**src/rtl/cmwc_pkg.sv**
```systemverilog
// Shared types, constants and helpers for the CMWC random generator.
// Used by every module under rtl/ except cmwc_ram; depends on nothing else.
package cmwc_pkg;

  localparam int unsigned LAG_DEPTH_DEF = 4096;
  localparam int unsigned MAX_TRIES     = 64;
  localparam int unsigned TRY_W         = $clog2(MAX_TRIES);

  localparam logic [31:0] MULT_RESET = 32'd18782;
  localparam logic [31:0] CARRY_SEED = 32'd123;
  localparam logic [31:0] WORD_TOP   = 32'hFFFF_FFFE;
  localparam logic [31:0] ALL_ONES   = 32'hFFFF_FFFF;

  // Register index of the multiplier on the configuration port
  localparam logic REG_MULT = 1'b0;

  typedef enum logic [1:0] {
    OP_LOAD    = 2'd0,
    OP_RAW     = 2'd1,
    OP_BOUNDED = 2'd2,
    OP_RANGE   = 2'd3
  } op_t;

  typedef enum logic [2:0] {
    ST_IDLE,
    ST_READ,
    ST_MUL,
    ST_ADD,
    ST_FIN,
    ST_CHECK
  } state_t;

  // Strobes from the sequencer to the arithmetic unit
  typedef struct packed {
    logic seed;
    logic mul;
    logic add;
    logic fin;
  } step_ctl_t;

  // Smallest all-ones mask that covers n
  function automatic logic [31:0] cover_mask(input logic [31:0] n);
    logic [31:0] m;
    m = n;
    m = m | (m >> 1);
    m = m | (m >> 2);
    m = m | (m >> 4);
    m = m | (m >> 8);
    m = m | (m >> 16);
    return m;
  endfunction

endpackage

```
**src/rtl/cmwc_step.sv**
```systemverilog
// Shared CMWC arithmetic unit: multiply, add carry, fold carry and complement.
// Depends on cmwc_pkg for step_ctl_t and constants.
module cmwc_step import cmwc_pkg::*; (
  input  logic        clk,
  input  logic        rst,
  input  step_ctl_t   ctl,
  input  logic [31:0] multiplier,
  input  logic [31:0] lag_word,
  output logic [31:0] word
);

  logic [63:0] prod;
  logic [63:0] t;
  logic [31:0] carry;
  logic [32:0] fold;
  logic        ov;
  logic [31:0] x;

  // x < carry happens exactly when the fold overflows
  assign fold = {1'b0, t[31:0]} + {1'b0, t[63:32]};
  assign ov   = fold[32];
  assign x    = fold[31:0] + {31'd0, ov};

  always_ff @(posedge clk) begin
    if (rst) begin
      carry <= CARRY_SEED;
    end else if (ctl.seed) begin
      carry <= CARRY_SEED;
    end else if (ctl.fin) begin
      carry <= t[63:32] + {31'd0, ov};
    end
  end

  always_ff @(posedge clk) begin
    if (ctl.mul) begin
      prod <= multiplier * lag_word;
    end
    if (ctl.add) begin
      t <= prod + {32'd0, carry};
    end
    if (ctl.fin) begin
      word <= WORD_TOP - x;
    end
  end

endmodule

```
**config.mk**
```make
export PLATFORM = sky130hd
export DESIGN_NAME = cmwc_step
export DESIGN_NICKNAME = d
export VERILOG_FILES = /design/src/rtl/cmwc_pkg.sv /design/src/rtl/cmwc_step.sv
export SDC_FILE = /design/constraint.sdc
export NUM_CORES = 2
export LEC_CHECK = 0
export ABC_AREA = 0
export BUFFER_PORTS_ARGS = -buffer_cell sky130_fd_sc_hd__clkbuf_2
export CORE_MARGIN = 5
export CORE_UTILIZATION = 71
export CTS_BUF_LIST = sky130_fd_sc_hd__clkbuf_16
export DETAILED_ROUTE_END_ITERATION = 16
export PLACE_DENSITY = 0.89
export SLEW_MARGIN = 25
export SYNTH_ARGS = -nofsm -noshare
export SYNTH_HDL_FRONTEND = slang
export SYNTH_SLANG_ARGS = --single-unit
export TNS_END_PERCENT = 20
```
**constraint.sdc**
```tcl
create_clock -name clk -period 17.5 [get_ports clk]
set_input_delay 2.625 -clock clk [delete_from_list [all_inputs] [get_ports clk]]
set_output_delay 2.625 -clock clk [all_outputs]
set_load 0.03 [all_outputs]
```
==> flow_metrics.env <==
export IMPL_status="complete, no violations"
export IMPL_required_ns=17.75
export IMPL_clk_latency_ns=0.45
export IMPL_reg2reg_slack_ns=11.77
export IMPL_drt_iter0_drc=3089
export IMPL_hpwl_microns=88320
export IMPL_die_w_microns=259.8
export IMPL_synth_edff_count=160
export IMPL_muxShareOfSynthArea_pct=0.06775
export IMPL_worstSetupEndpointType="register"
export IMPL_ctsHoldBuffers=0
export IMPL_synth_top_family_by_area="adder cells"
export IMPL_crit_type="in2reg"
export IMPL_routed_wl_microns=114300
export IMPL_finalSetupViolCount=0
export IMPL_crit_fanout=32
export IMPL_htreeDepth=4
export IMPL_drc=0
export IMPL_min_period_ns=10.94
export IMPL_rows=91
export IMPL_ios=102
export IMPL_synth_simple_area_share_pct=17.24
export IMPL_clkTransAtPathRegs_ns=0.07
export IMPL_timing_setup_tns_ns=0
export IMPL_fin_nets=5906
export IMPL_vias=33306
export IMPL_worstReg2RegEnd="carry[30]"
export IMPL_drt_wirelength_per_cell_microns=20.94
export IMPL_yosysTopAreaCell="fa_1"
export IMPL_root_buffer="clkbuf_16"
export IMPL_synth_most_common_cell="inv_1"
export IMPL_antenna_found_initial=1
export IMPL_final_antenna_net_count=0
export IMPL_maxSlewViolCount=0
export IMPL_synth_xor_area_share_pct=3.933
export IMPL_synth_avg_cell_area_sq_um=9.414
export IMPL_clock_tree_buffer_depth=2
export IMPL_viasPerCell=6.103
export IMPL_start_util_pct=71.69
export IMPL_yosysSeqAreaShare_pct=12.29
export IMPL_max_slew_margin_rel_pct=31.79
export IMPL_rr_startpoint="t[52]"
export IMPL_portBuffers=101
export IMPL_ys_top_cells_by_area="fa_1 41%, edfxtp_1 11%, ha_1 9.3%"
export IMPL_drtPass1Iterations=5
export IMPL_worstPathArrival_ns=11.18
export IMPL_grt_pass1_wl_microns=186100
export IMPL_fmaxAchievable_mhz=91.42
export IMPL_ys_types=81
export IMPL_syn_to_final_growth_pct=3.077
export IMPL_synth_compound_area_share_pct=6.727
export IMPL_die_y_microns=259.8
export IMPL_cts_buffers=17
export IMPL_fin_worst_skew_ns=0.01183
export IMPL_synth_top_area_share_pct=40.56
export IMPL_grt_overflow=0
export IMPL_synth_adder_area_share_pct=49.91
export IMPL_worstSetupStartpointType="input pin"
export IMPL_crit_path_start="multiplier[9]"
export IMPL_synth_async_reset_ratio_pct=0
export IMPL_drv_cap=0
export IMPL_grt_max_degree=96
export IMPL_crit_end="prod[63]"
export IMPL_gp_congestion=0.9603
export IMPL_r2r_cells=19
export IMPL_synthesis_area_sq_um=44320
export IMPL_core_area_sq_um=61830
export IMPL_final_hold_viol_count=0
export IMPL_worstHoldPathType="reg2reg"
export IMPL_worstMarginPinSlew_ns=1.023
export IMPL_fin_crit_sh_pct=62.51
export IMPL_post_cts_buffers=0
export IMPL_synth_warnings=0
export IMPL_drive_above_1_share_pct=3.745
export IMPL_syn_nets=6007
export IMPL_antenna_cells=0
export IMPL_rsz0062_at_grt="no"
export IMPL_synth_flop_cell="edfxtp_1"
export IMPL_clock_sinks=192
export IMPL_ys_ff_latch=192
export IMPL_synthTopCellsByCount="910 x inv_1, 898 x fa_1, 581 x and2_1"
export IMPL_track_usage_pct=34.70
export IMPL_cts_tree="yes"
export IMPL_dieArea_sq_um=67520
export IMPL_cts_resized=0
export IMPL_grt_pass1_vias=36023
export IMPL_postSynthCellCount=4708
## worst max-delay path, stage by stage
cell and delay, ns:
clkbuf_2 0.50, and2_1 0.42, fa_1 0.56, fa_1 0.45, fa_1 0.53, inv_1 0.07
fa_1 0.49, inv_1 0.05, ha_1 0.27, ha_1 0.30, fa_1 0.48, inv_1 0.05
fa_1 0.50, inv_1 0.06, ha_1 0.37, and3_1 0.25, and3_1 0.18, a2111oi_0 0.55
o21ai_0 0.33, o21ai_0 0.60, a211oi_1 0.21, o21ai_0 0.45, a211oi_1 0.20, o311a_1 0.32
nor4_1 0.33
## cell families after synthesis
kind of cell / Yosys count
AOI/OAI and AO/OA: 447
xor gates and xnor gates: 199
adders and majority gates: 1229
buffers and inverters: 1145
DFF: 192
muxes: 3
and+or+nand+nor: 1493
## placed cells by master (no fill, tap or decap), types with 17 or more instances in the layout
master and instances:
clkbuf_2 100, xor2_1 68, dfxtp_1 32, a21oi_1 113, a21o_1 89, xnor2_1 131, ha_1 331, o21bai_1 20
nand2_1 580, inv_1 912, o21ai_0 78, nor2_1 96, and2_1 581, a211oi_1 30, and3_1 34, fa_1 898
nor3_1 23, clkbuf_16 17, nand3_1 51, edfxtp_1 160, nand4_1 42
## layer usage
metal	up-vias	GRT usage [%]	part of all wire (%)
met1	16777	44.32	36
met5	-	0	0.015
met2	1772	57.84	49
li1	14244	-	-
met3	511	4.835	8.5
met4	2	19.05	6.7
## registers in the layout, summed over array words and instances (netlist names)
name   flops
t         64
word      32
prod      64
carry     32
## metrics by stage
stage | util [%] | setup slack [ns] | std cells | hold WS (ns) | instance area, sq um
finish | 73.89 | 6.562 | 5457 | 0.4887 | 45680
global route | 73.89 | 6.316 | 5457 | 0.5074 | 45680
CTS | 73.89 | 6.833 | 5457 | 0.4913 | 45680
detailed placement | 72.85 | 6.424 | 5425 | 0.4736 | 45040
global placement | 72.85 | 6.629 | 5425 | 0.4610 | 45040
floorplan | - | 7.633 | 4708 | 0.4455 | 44320
## area by class of cell
cell class	count	area, sq um
repair buffers	115	616.8
inverters	910	3416
multi-input cells	3371	34520
clock inverters	15	216.5
well taps	837	1047
flip-flops and latches	192	5445
fillers	4159	16140
clock buffers	17	425.4
## how the worst min path moves through the flow
stage / startpoint / to / slack (ns) / cells after the start
finish: carry[9] / carry[9] / 0.49 / 2
global route: carry[22] / carry[22] / 0.51 / 2
CTS: carry[4] / carry[4] / 0.49 / 2
detailed placement: carry[4] / carry[4] / 0.47 / 2
global placement: carry[4] / carry[4] / 0.46 / 2
floorplan: carry[0] / carry[0] / 0.45 / 2
Power is not shown: default switching activity piles up to over one toggle a cycle in this logic, so the estimate is an artifact.
