[config.mk]
export PLATFORM = sky130hd
export DESIGN_NAME = cmwc_ctrl
export DESIGN_NICKNAME = d
export VERILOG_FILES = /design/src/rtl/cmwc_pkg.sv /design/src/rtl/cmwc_ctrl.sv
export SDC_FILE = /design/constraint.sdc
export NUM_CORES = 1
export LEC_CHECK = 0
export BUFFER_PORTS_ARGS = -buffer_cell sky130_fd_sc_hd__buf_2
export CORE_MARGIN = 3
export CORE_UTILIZATION = 49
export DETAILED_ROUTE_END_ITERATION = 7
export PLACE_DENSITY = 0.72
export SYNTH_ARGS = -nofsm -noshare
export SYNTH_HDL_FRONTEND = slang
export SYNTH_SLANG_ARGS = --single-unit
[constraint.sdc]
create_clock -name clk -period 21.1 [get_ports clk]
set_clock_uncertainty 0.1 [all_clocks]
set_input_delay 4.22 -clock clk [delete_from_list [all_inputs] [get_ports clk]]
set_output_delay 4.22 -clock clk [all_outputs]
set_load 0.01 [all_outputs]
[src/rtl/cmwc_pkg.sv]
// Shared types, constants and helpers for the CMWC random generator.
// Used by every module under rtl/ except cmwc_ram; depends on nothing else.
package cmwc_pkg;

  localparam int unsigned LAG_DEPTH_DEF = 4096;
  localparam int unsigned MAX_TRIES     = 64;
  localparam int unsigned TRY_W         = $clog2(MAX_TRIES);

  localparam logic [31:0] MULT_RESET = 32'd18782;
  localparam logic [31:0] CARRY_SEED = 32'd123;
  localparam logic [31:0] WORD_TOP   = 32'hFFFF_FFFE;
  localparam logic [31:0] ALL_ONES   = 32'hFFFF_FFFF;

  // Register index of the multiplier on the configuration port
  localparam logic REG_MULT = 1'b0;

  typedef enum logic [1:0] {
    OP_LOAD    = 2'd0,
    OP_RAW     = 2'd1,
    OP_BOUNDED = 2'd2,
    OP_RANGE   = 2'd3
  } op_t;

  typedef enum logic [2:0] {
    ST_IDLE,
    ST_READ,
    ST_MUL,
    ST_ADD,
    ST_FIN,
    ST_CHECK
  } state_t;

  // Strobes from the sequencer to the arithmetic unit
  typedef struct packed {
    logic seed;
    logic mul;
    logic add;
    logic fin;
  } step_ctl_t;

  // Smallest all-ones mask that covers n
  function automatic logic [31:0] cover_mask(input logic [31:0] n);
    logic [31:0] m;
    m = n;
    m = m | (m >> 1);
    m = m | (m >> 2);
    m = m | (m >> 4);
    m = m | (m >> 8);
    m = m | (m >> 16);
    return m;
  endfunction

endpackage

[src/rtl/cmwc_ctrl.sv]
// Sequencer for the CMWC generator: loads, tries, rejection and result.
// Depends on cmwc_pkg; drives cmwc_step and the lag table RAM.
module cmwc_ctrl import cmwc_pkg::*; #(
  parameter int unsigned LAG_DEPTH = LAG_DEPTH_DEF,
  localparam int unsigned PTR_W    = $clog2(LAG_DEPTH)
) (
  input  logic               clk,
  input  logic               rst,
  input  logic               start,
  input  logic [1:0]         op,
  input  logic [11:0]        seed_index,
  input  logic [31:0]        seed_word,
  input  logic [31:0]        bound,
  input  logic signed [31:0] range_low,
  input  logic signed [31:0] range_high,
  input  logic [31:0]        word,
  output step_ctl_t          ctl,
  output logic               ram_we,
  output logic [PTR_W-1:0]   ram_waddr,
  output logic [31:0]        ram_wdata,
  output logic [PTR_W-1:0]   ram_raddr,
  output logic               busy,
  output logic               done,
  output logic [31:0]        value
);

  localparam logic [PTR_W-1:0] PTR_LAST = PTR_W'(LAG_DEPTH - 1);

  state_t           state, state_next;
  logic [PTR_W-1:0] ptr;
  logic [PTR_W-1:0] ptr_inc;
  logic [TRY_W-1:0] tries;
  logic [31:0]      n;
  logic [31:0]      lo;
  logic [31:0]      used;
  logic             raw;
  logic [31:0]      masked;
  logic             hit;
  logic             last;
  logic             finish;
  logic             accept;
  logic             seed_ok;
  logic [31:0]      span;

  assign ptr_inc   = (ptr == PTR_LAST) ? '0 : ptr + PTR_W'(1);
  assign ram_raddr = ptr_inc;
  assign masked    = word & used;
  assign hit       = raw || (masked <= n);
  assign last      = (tries == TRY_W'(MAX_TRIES - 1));
  assign finish    = hit || last;
  assign accept    = start && (state == ST_IDLE);
  assign seed_ok   = (32'(seed_index) < 32'(LAG_DEPTH));
  assign span      = $unsigned(range_high) - $unsigned(range_low);
  assign busy      = (state != ST_IDLE);

  always_ff @(posedge clk) begin
    if (rst) begin
      state <= ST_IDLE;
    end else begin
      state <= state_next;
    end
  end

  always_comb begin
    state_next = state;
    ctl        = '0;
    ram_we     = 1'b0;
    ram_waddr  = ptr_inc;
    ram_wdata  = word;
    unique case (state)
      ST_IDLE: begin
        if (start) begin
          if (op_t'(op) == OP_LOAD) begin
            ram_we    = seed_ok;
            ram_waddr = PTR_W'(seed_index);
            ram_wdata = seed_word;
            ctl.seed  = 1'b1;
          end else begin
            state_next = ST_READ;
          end
        end
      end
      ST_READ: begin
        state_next = ST_MUL;
      end
      ST_MUL: begin
        ctl.mul    = 1'b1;
        state_next = ST_ADD;
      end
      ST_ADD: begin
        ctl.add    = 1'b1;
        state_next = ST_FIN;
      end
      ST_FIN: begin
        ctl.fin    = 1'b1;
        state_next = ST_CHECK;
      end
      ST_CHECK: begin
        ram_we     = 1'b1;
        state_next = finish ? ST_IDLE : ST_READ;
      end
      default: begin
        state_next = ST_IDLE;
      end
    endcase
  end

  always_ff @(posedge clk) begin
    if (rst) begin
      ptr   <= PTR_LAST;
      tries <= '0;
      done  <= 1'b0;
    end else begin
      done <= 1'b0;
      if (accept) begin
        tries <= '0;
        if (op_t'(op) == OP_LOAD) begin
          ptr <= PTR_LAST;
        end
      end
      if (state == ST_CHECK) begin
        ptr   <= ptr_inc;
        tries <= tries + TRY_W'(1);
        done  <= finish;
      end
    end
  end

  // Draw parameters; a raw draw takes every output as is
  always_ff @(posedge clk) begin
    if (accept) begin
      raw <= (op_t'(op) == OP_RAW);
      case (op_t'(op))
        OP_RANGE: begin
          n    <= span;
          lo   <= $unsigned(range_low);
          used <= cover_mask(span);
        end
        OP_BOUNDED: begin
          n    <= bound;
          lo   <= '0;
          used <= cover_mask(bound);
        end
        default: begin
          n    <= ALL_ONES;
          lo   <= '0;
          used <= ALL_ONES;
        end
      endcase
    end
    if (state == ST_CHECK) begin
      // saturate to n when every try was rejected
      value <= lo + (hit ? masked : n);
    end
  end

endmodule

==> results.yml <==
global_route:
  antenna_found_initial: 1
  grt_pass1_wl_microns: 49500
  track_usage_pct: 24.1
  grt_overflow: 0
  grt_max_degree: 72
  grt_pass1_vias: 9648
worst_hold_path:
  hold_path_class: "register to register"
  min-delay-start: "ptr[6]"
detailed_routing:
  wl_met1_microns: 14100
  wl_per_cell_microns: 16.7
  drt_first_iter_violations: 911
  wirelength_microns: 31600
  drtAntennaViolNets: 0
  top_layer_used: "met4"
  drcViolationCount: 0
  first_pass_iters: 5
  route.vias.total: 10338
  route.met2.wl_microns: 14600
  via_per_inst: 5.48
  wl_met3_microns: 2320
floorplan:
  die_h_microns: 159
  rows: 55
  ios: 272
  coreArea_sq_um: 22800
  initial_core_util_pct: 50.4
  fp.dieW_microns: 159
  fp.dieArea_sq_um: 25400
clock_tree:
  cts_buffer_depth: 2
  cts_buffers: 17
  cts_setup_buffers: 0
  htree_levels: 4
  cts_tree: "yes"
  cts-root-buf: "clkbuf_16"
  cts-resized-gates: 0
  insertion_delay_ns: 0.43
  path_clk_slew_ns: 0.05
  clock-sinks: 150
  hold_buffers: 0
timing:
  max-slew-margin-rel_pct: 39.2
  period_share_pct: 49.6
  slew_viol_final: 0
  worst_pin_slew_ns: 0.904
  finalHoldViolations: 0
  setup_violations: 0
  setup_tns_ns: 0
  whs_ns: 0.403
  grt_setup_unrepaired: "false"
  max_freq_mhz: 95.6
  period_needed_ns: 10.47
synth:
  synth_cell_types: 80
  synth_edf_count: 128
  synth_seq_cells: 150
  syn_inst: 1309
  avgSynthCellArea_sq_um: 8.80
  synth_flop_cell: "edfxtp_1"
  yosysSeqAreaShare_pct: 37.2
  ys_warn_count: 0
  async_flop_share_pct: 0
  synth_nets: 1583
  synthesis.area_sq_um: 11500
outcome:
  status: "complete, no violations"
setup_path:
  r2r_cells: 21
  cp_cell_sequence: "buf_2 > or3_1 > inv_1 > buf_4 > nand2_1 > nand2_1 > buf_2"
  r2r_start: "used[29]"
  cp_max_fo: 43
  crit_slowest_cell: "or3_1"
  critPathArrivalTime_ns: 6.15
  reg2reg_to: "value[30]"
  crit_path_end_kind: "output pin"
  start_kind: "input port"
  cp-startpoint: "op[0]"
  critPathKind: "input port to output pin"
  cp-endpoint: "ram_wdata[8]"
  rrSetupSlack_ns: 14.25
  cp.required_ns: 16.78
  max_stage_delay_ns: 0.47
cells_and_area:
  fillCellCount: 2026
  layout_commonest_cell: "buf_2"
  final_cell_mix: "buf_2, nand2_1, nor2_1"
  area_growth_syn_to_layout_pct: 19.3
  layout.nets: 1835
  final_area_sq_um: 13700
  drive_gt1_share_pct: 23.6
  utilization_pct: 60.2
place:
  io_buffers: 271
  dpl_cell_area_sq_um: 13200
  gp_congestion: 0.873
  place_hpwl_microns: 25500
power_and_ir_drop:
  peakVddDrop_uv: 59.9
  leakage_uw: 0.00640
  power.density_nw_per_um2: 69.2
job:
  cap_violations: 0
## synthesized netlist by cell type (all sizes together) (10+ instances only)
master	instances	area, sq um
dfxtp	22	440
nor2	140	533
nor2b	13	81.3
mux2	32	360
nor3	24	143
o22a	13	114
or3	10	67.6
a21oi	85	433
inv	87	327
a31oi	10	62.6
nand4	16	106
nand3	30	150
o21a	11	82.6
a21o	52	390
and2	42	263
xnor2	37	324
clkbuf	41	154
o21ai	64	320
ha	95	1190
nand2b	17	106
and3	12	75.1
nand2	186	698
xor2	32	280
edfxtp	128	3840
## critical path, delay by kind of cell
family,cells,cell delay (ns)
buf+inv,4,1.26
simple gates,3,0.64
## flip-flops by register name, summed over array words and instances, names as in the netlist
register	flops
done	1
n	32
state	3
used	31
lo	32
value	32
tries	6
raw	1
ptr	12
## where the power goes
group | switching [uW] | internal, uW
Combinational | 169 | 119
Clock | 124 | 174
Sequential | 10.7 | 353
## area by class of cell
cell class | count | area [sq um] | area share [%]
clock buffers | 17 | 425 | 3.10
clock inverters | 15 | 155 | 1.13
well taps | 313 | 392 | 2.85
flip-flops and latches | 150 | 4280 | 31.2
inverters | 88 | 332 | 2.41
diodes | 1 | 2.50 | 0.0182
multi-input cells | 1026 | 6750 | 49.1
repair buffers | 278 | 1410 | 10.3
## kinds of logic after synthesis
group	synth area share [%]
AND/OR/NAND/NOR	22.3
AO/OA/AOI/OAI	16.6
flip-flops	37.2
buffers and inverters	4.39
adder cells (fa/ha/maj)	10.7
XOR/XNOR	5.25
multiplexers	3.56
## through the flow
stage	worst slack (ns)	std cells	power, uW
after floorplan	11.03	1309	570
after global placement	10.49	1855	649
after detailed placement	10.29	1855	655
after CTS	10.64	1887	951
after global routing	10.34	1888	1000
final	10.63	1888	951
## routing by layer
| metal | vias to the layer above | global-route usage [%] |
|---|---|---|
| met4 | 0 | 6.92 |
| met3 | 32 | 3.04 |
| li1 | 5178 | - |
| met1 | 4700 | 34.0 |
| met2 | 428 | 39.2 |
| met5 | - | 0 |
## worst min-delay path by stage
stage	endpoint	slack, ns	depth (start not counted)
after global routing	tries[1]	0.44	2
after detailed placement	ptr[6]	0.40	1
after floorplan	tries[1]	0.37	2
final	ptr[6]	0.40	1
after CTS	tries[3]	0.41	1
after global placement	tries[1]	0.38	2
Power figures use the tool's default switching activity.
